`src/order_table_engine_unit_assert.svh`:
```
// Assertion macros for the order table engine.
// Included by the RTL files that carry concurrent checks; no other dependencies.
`ifndef ORDER_TABLE_ENGINE_UNIT_ASSERT_SVH
`define ORDER_TABLE_ENGINE_UNIT_ASSERT_SVH

// Same-cycle implication under synchronous active-low reset.
`define OTE_ASSERT_IMP(lbl, clk, rst_n, ante, cons) \
    lbl: assert property (@(posedge clk) disable iff (!rst_n) (ante) |-> (cons)) \
        else $error("order table check failed");

// Next-cycle implication under synchronous active-low reset.
`define OTE_ASSERT_NXT(lbl, clk, rst_n, ante, cons) \
    lbl: assert property (@(posedge clk) disable iff (!rst_n) (ante) |=> (cons)) \
        else $error("order table check failed");

`endif

```
`src/ote_pkg.sv`:
```
// Shared types and codes for the order table engine.
// No dependencies; used by ote_cell and order_table_engine_unit.
package ote_pkg;

    localparam int TABLE_DEPTH_DEF = 64;
    localparam int BUCKETS_DEF     = 10;
    // bucket index width, enough for the largest supported bucket count
    localparam int BKT_W           = 6;

    localparam logic [2:0] ACT_ADD     = 3'd0;
    localparam logic [2:0] ACT_CANCEL  = 3'd1;
    localparam logic [2:0] ACT_REDUCE  = 3'd2;
    localparam logic [2:0] ACT_REPLACE = 3'd3;
    localparam logic [2:0] ACT_DUMP    = 3'd4;

    localparam logic [2:0] STAT_OK        = 3'd0;
    localparam logic [2:0] STAT_NOT_FOUND = 3'd1;
    localparam logic [2:0] STAT_FULL      = 3'd2;
    localparam logic [2:0] STAT_RECORD    = 3'd3;
    localparam logic [2:0] STAT_EMPTY     = 3'd4;

    typedef struct packed {
        logic [31:0]      id;
        logic [7:0]       side;
        logic [31:0]      qty;
        logic [31:0]      price;
        logic [BKT_W-1:0] bkt;
    } entry_t;

    typedef struct packed {
        logic add_we;
        logic shift;
        logic drop;
    } cell_ctl_t;

    typedef enum logic [2:0] {
        S_IDLE,
        S_MOD,
        S_WRITE,
        S_WALK,
        S_FLUSH,
        S_RESP
    } state_t;

endpackage

```
`src/ote_cell.sv`:
```
// One slot of the order ring: holds an entry, loads on add, shifts left on a walk.
// Depends on ote_pkg.
module ote_cell #(
    parameter int IDX = 0,
    parameter int CW  = 7
) (
    input  logic                aclk,
    input  ote_pkg::cell_ctl_t  ctl,
    input  logic [CW-1:0]       cnt,
    input  ote_pkg::entry_t     right_i,
    input  ote_pkg::entry_t     wrap_i,
    input  ote_pkg::entry_t     add_i,
    output ote_pkg::entry_t     q_o
);

    ote_pkg::entry_t q_reg, q_next;

    logic is_add, is_tail, is_inner;

    assign is_add   = (cnt == CW'(IDX));
    assign is_tail  = (cnt == CW'(IDX + 1));
    assign is_inner = (cnt >  CW'(IDX + 1));

    always_comb begin
        q_next = q_reg;
        if (ctl.add_we && is_add) begin
            q_next = add_i;
        end else if (ctl.shift && is_inner) begin
            q_next = right_i;
        end else if (ctl.shift && is_tail && !ctl.drop) begin
            // head wraps around to the tail of the occupied run
            q_next = wrap_i;
        end
    end

    always_ff @(posedge aclk) begin
        q_reg <= q_next;
    end

    assign q_o = q_reg;

endmodule

```
`config.mk`:
```
export PLATFORM = sky130hd
export DESIGN_NAME = ote_cell
export DESIGN_NICKNAME = d
export VERILOG_FILES = /design/src/order_table_engine_unit_assert.svh /design/src/ote_pkg.sv /design/src/ote_cell.sv
export SDC_FILE = /design/constraint.sdc
export NUM_CORES = 1
export LEC_CHECK = 0
export BUFFER_PORTS_ARGS = -buffer_cell sky130_fd_sc_hd__buf_2
export CORE_AREA = 2 2 175 177
export DETAILED_ROUTE_END_ITERATION = 16
export DIE_AREA = 0 0 177 179
export PLACE_DENSITY_LB_ADDON = 0.05
export SLEW_MARGIN = 10
export SYNTH_ARGS = -nofsm -noshare
export SYNTH_HDL_FRONTEND = slang
export SYNTH_SLANG_ARGS = --single-unit
```
`constraint.sdc`:
```
create_clock -name aclk -period 5.37 [get_ports aclk]
set_input_delay 1.074 -clock aclk [delete_from_list [all_inputs] [get_ports aclk]]
set_output_delay 1.074 -clock aclk [all_outputs]
set_load 0.01 [all_outputs]
```
==> Yosys cells after proc, flatten, opt, wreduce, memory -nomap -nowiden <==
Cells that the tools add are included.
W data, S select, Z words.
{ "op_classes": {"order_cmp": 1, "n_div": 0, "shift": 0, "n_addsub": 0, "reduce_logical": 7, "multipliers": 0, "eq_ne": 1, "muxes": 3, "n_bitwise": 0} }
{ "op_table": {"columns": ["cell", "count"], "rows": [
  ["$mux W110", 3],
  ["$eq A7 B1 Y1 const B", 1],
  ["$gt A7 B1 Y1 const B", 1],
  ["$logic_not A7 Y1", 1],
  ["$logic_and A1 B1 Y1", 4],
  ["$reduce_bool A3 Y1", 1],
  ["$logic_not A1 Y1", 1]
]} }
{ "word_totals": {"ff_bits": 110, "in_bits": 341, "mem_bits_rw": 0, "n_memories": 0, "rom_bits": 0, "out_inout_bits": 110, "word_cells": 17, "latch_bits": 0} }

==> Longest topological paths before layout <==
{ "depth": {"depth_word": 6, "ltp_mapped": 6, "depth_no_buf": 4} }

==> Least setup slack after synthesis <==
Ideal clock, no wire load.
{ "synth_timing": {"kind": "input to register", "from": "input cnt[4]", "to": "register q_reg, in the netlist q_o[0] (enable)", "t_arrival_ns": 4.762, "n_path_buf": 2, "cell_stages": 5, "slack_ns": 0.134, "setup_time_ns": 0.473, "path_cell_list": "or4_4 > or4b_4 > buf_6 > buf_6 > nand2_1"} }
{ "synth_via": {"elab_chain_cells": 4, "word_cells_on_any_way": 8, "cone_classes": "order compare: 1; eq/ne: 1; reduce/logical: 6"} }
{ "synth_lines": {"columns": ["item", "line", "text"], "rows": [
  ["start, declared", "ote_cell.sv:9", "input logic [CW-1:0] cnt,"],
  ["parallel branches: the longest is 3 deep, another holds $gt A7 B1 Y1", null, null],
  ["$reduce_bool A3 Y1 (no source line) *", null, null],
  ["end signal, assigned", "ote_cell.sv:37", "q_reg <= q_next;"],
  ["end, declared", "ote_cell.sv:16", "ote_pkg::entry_t q_reg, q_next;"]
]} }
Mark *: on every way between the ends.
A chain may end at the register's enable or synchronous reset.

==> key figures <==
Detailed routing
  – Number of detailed-route iterations in the first pass: 4
  – Detailed-route DRC error count: 0
  – Average detailed-routed wire length per instance: 17.96 µm
  – Post-detailed-route via-to-cell ratio: 4.142
  – Final routed wirelength across all metal layers: 21770 µm
  – DRC violation total after the first TritonRoute iteration: 117
  – Antenna Nets Post-Route: 0
  – Via count: 5020

Cells and area
  – Area taken by multi-input logic gates: 1882 µm²
  – Layout cells sized above 1: 0.5862
  – Fin nets: 1148
  – Reg area: 3303 µm²
  – Layout area overhead: 54.12%
  – Filler cell count: 3228
  – Max FFs per register: 110

CTS
  – TritonCTS buffer count: 9
  – Number of sinks driven by the clock tree: 110
  – Clock tree from TritonCTS: done
  – Maximum buffer depth of the clock tree: 2
  – Number of instances resized during post-cts repair: 0
  – Master cell of the clock root buffer: sky130_fd_sc_hd__clkbuf_16
  – Maximum level of the CTS H-tree: 3
  – Number of buffers inserted by post-CTS setup repair: 0
  – Hold buffers post-CTS: 0
  – CTS clock-pin slew for the worst setup and hold paths: 0.08 ns

Power and ir drop
  – Pleak: 3.468 nW
  – Psw: 0.5627 mW
  – Internal power consumption: 1.586 mW
  – Comb pwr share: 0.207
  – Power per Cell Area: 258.9 nW/µm²
  – Worst vdd rail ir drop: 0.1179 mV
  – Clock network power share: 0.297
  – Switching portion of total power: 0.2618
  – Proportion of power drawn by flip-flops and latches: 0.495

Global routing
  – Antenna violations before repair: 5
  – Vias in the first global route: 5221
  – Total global-route track usage: 0.1304
  – Wire length of the first global-routing pass: 30510 µm
  – Largest net degree at the start of global routing: 111
  – Total gr overflow: 0

Synthesis
  – Synth warnings: 0
  – Part of the Yosys area used for sequential elements: 0.6132
  – Number of synthesized register bits: 110
  – Cell area after synthesis: 5386 µm²
  – Cells after synthesis: 376
  – Fraction of synthesized cell area taken by the top area cell type: 0.6132
  – Largest cells by area after synthesis: sky130_fd_sc_hd__edfxtp_1 61%, sky130_fd_sc_hd__o22a_1 18%, sky130_fd_sc_hd__o21a_1 15%
  – Post-synth net total: 717
  – Mapped Avg Cell Area: 14.33 µm²
  – Most area-hungry cell type in the Yosys netlist: sky130_fd_sc_hd__edfxtp_1
  – Count of cell types in the netlist: 17

Place
  – Placed wire-length estimate after detailed placement: 16850 µm
  – Final GP Congestion: 0.8365
  – Worst slack after detailed placement: 1.510 ns
  – Port bufs: 450

STA
  – Setup TNS: 0 ns
  – F_max: 291.4 MHz
  – Final period demand of the worst path: 3.432 ns
  – Worst slew margin relative to its limit: 0.5246
  – Unrepaired setup endpoints after global routing: no
  – Share of the clock period used by the worst path after layout: 0.6391
  – Number of endpoints with negative hold slack in the final report: 0
  – Setup ws final: 1.938 ns
  – Actual slew at the worst max-slew pin: 0.7131 ns
  – Setup violation total in the final timing report: 0
  – Number of slew-limit violations in the final report: 0

Critical path
  – Worst setup path startpoint: cnt[4]
  – Path length in cells of the critical path: 6
  – CP top delay family: simple AND/OR/NAND/NOR gates
  – Critical Setup Path Class: in2reg
  – End point of the critical path: q_o[35]
  – Worst Path Required: 5.46 ns
  – Critical path endpoint category: flop
  – CP max-delay cell: sky130_fd_sc_hd__or4b_4
  – CP bufs+invs: 2
  – Maximum fanout along the worst path: 59
  – Arrival time of the worst setup path: 3.52 ns
  – Max stage delay on crit path: 0.80 ns
  – Crit path cell chain: buf_2 > or4_4 > or4b_4 > buf_4 > o22a_1 > o21a_1
  – Worst setup SP type: primary input

Die
  – Area enclosed by the die boundary: 31680 µm²
  – Chip Height: 179 µm
  – Horizontal die dimension: 177 µm
  – Ports placed on the boundary: 451
  – CORE AREA: 30030 µm²
  – Number of placement rows: 64
  – Effective utilization at floorplan: 0.1794

Outcome
  – Outcome: finished clean

Run
  – Number of violations of the max-capacitance limit: 0

Min path
  – Worst hold path type: in2reg
## metal layers
| layer | vias up | global-route usage | wire (µm) |
|---|---|---|---|
| met5 | - | 0 | 27 |
| met4 | 4 | 0.03581 | 309 |
| met3 | 17 | 0.04792 | 2090 |
| met2 | 271 | 0.2489 | 11660 |
| met1 | 2302 | 0.1323 | 7683 |
| li1 | 2426 | - | - |
## power by group through the flow
| stage | logic (mW) | clock network (mW) | registers [mW] |
|---|---|---|---|
| after global placement | 0.462 | 0 | 1.08 |
| after global routing | 0.486 | 0.714 | 1.07 |
| after floorplan | 0.136 | 0 | 1.14 |
| after CTS | 0.457 | 0.681 | 1.07 |
| after detailed placement | 0.455 | 0 | 1.09 |
| final | 0.445 | 0.639 | 1.06 |
## cells in the mapped netlist (all sizes together)
cell	n
buf	26
clkbuf	10
edfxtp	110
inv	1
nand2	1
nor2	1
nor2b	1
o21a	110
o21ai	1
o22a	110
o31ai	1
o41ai	1
or2	1
or4	1
or4b	1
## stage by stage
| step | cell area [µm²] | std cells | utilization | hold slack (ns) | total power, mW |
|---|---|---|---|---|---|
| 3_3_place_gp | 8019 | 1192 | 0.2670 | 1.362 | 1.546 |
| 5_1_grt | 8292 | 1208 | 0.2761 | 0.9796 | 2.273 |
| 4_1_cts | 8292 | 1208 | 0.2761 | 0.9711 | 2.204 |
| 2_1_floorplan | 5386 | 376 | - | 1.274 | 1.274 |
| 3_5_place_dp | 8019 | 1192 | 0.2670 | 1.362 | 1.541 |
| 6_report | 8302 | 1212 | 0.2765 | 0.9983 | 2.149 |
## kinds of logic after synthesis
| logic type | share of synthesized area |
|---|---|
| DFF | 0.6132 |
| and+or+nand+nor | 0.008362 |
| buffers and inverters | 0.04228 |
| AOI/OAI and AO/OA | 0.3361 |
## final cells by class
cell class              count  share of cell area
clock buffers               9             0.02713
well taps                 396             0.05968
inverters                   1           0.0004521
clock inverters             7            0.005727
flip-flops and latches    110              0.3979
multi-input cells         229              0.2267
repair buffers            456              0.2812
diodes                      4            0.001206
## worst min path at each step
stage	from	end	slack [ns]	cells after the start
after floorplan	wrap_i[0]	q_o[0]	1.27	1
after global placement	wrap_i[77]	q_o[77]	1.36	2
after detailed placement	wrap_i[62]	q_o[62]	1.36	2
after CTS	wrap_i[62]	q_o[62]	0.97	2
after global routing	wrap_i[34]	q_o[34]	0.98	2
final	wrap_i[34]	q_o[34]	1.0	2
## layout by cell type, fill, tap and decap left out
cell type	n
sky130_fd_sc_hd__buf_12	3
sky130_fd_sc_hd__buf_2	450
sky130_fd_sc_hd__buf_4	3
sky130_fd_sc_hd__clkbuf_16	9
sky130_fd_sc_hd__clkinv_1	2
sky130_fd_sc_hd__clkinv_2	1
sky130_fd_sc_hd__clkinv_4	2
sky130_fd_sc_hd__diode_2	4
sky130_fd_sc_hd__edfxtp_1	110
sky130_fd_sc_hd__inv_1	1
sky130_fd_sc_hd__inv_6	2
sky130_fd_sc_hd__nand2_4	1
sky130_fd_sc_hd__nor2_1	1
sky130_fd_sc_hd__nor2b_1	1
sky130_fd_sc_hd__o21a_1	110
sky130_fd_sc_hd__o21ai_4	1
sky130_fd_sc_hd__o22a_1	110
sky130_fd_sc_hd__o31ai_1	1
sky130_fd_sc_hd__o41ai_2	1
sky130_fd_sc_hd__or2_2	1
sky130_fd_sc_hd__or4_4	1
sky130_fd_sc_hd__or4b_4	1
No activity file was read; power rests on OpenSTA's default activity.
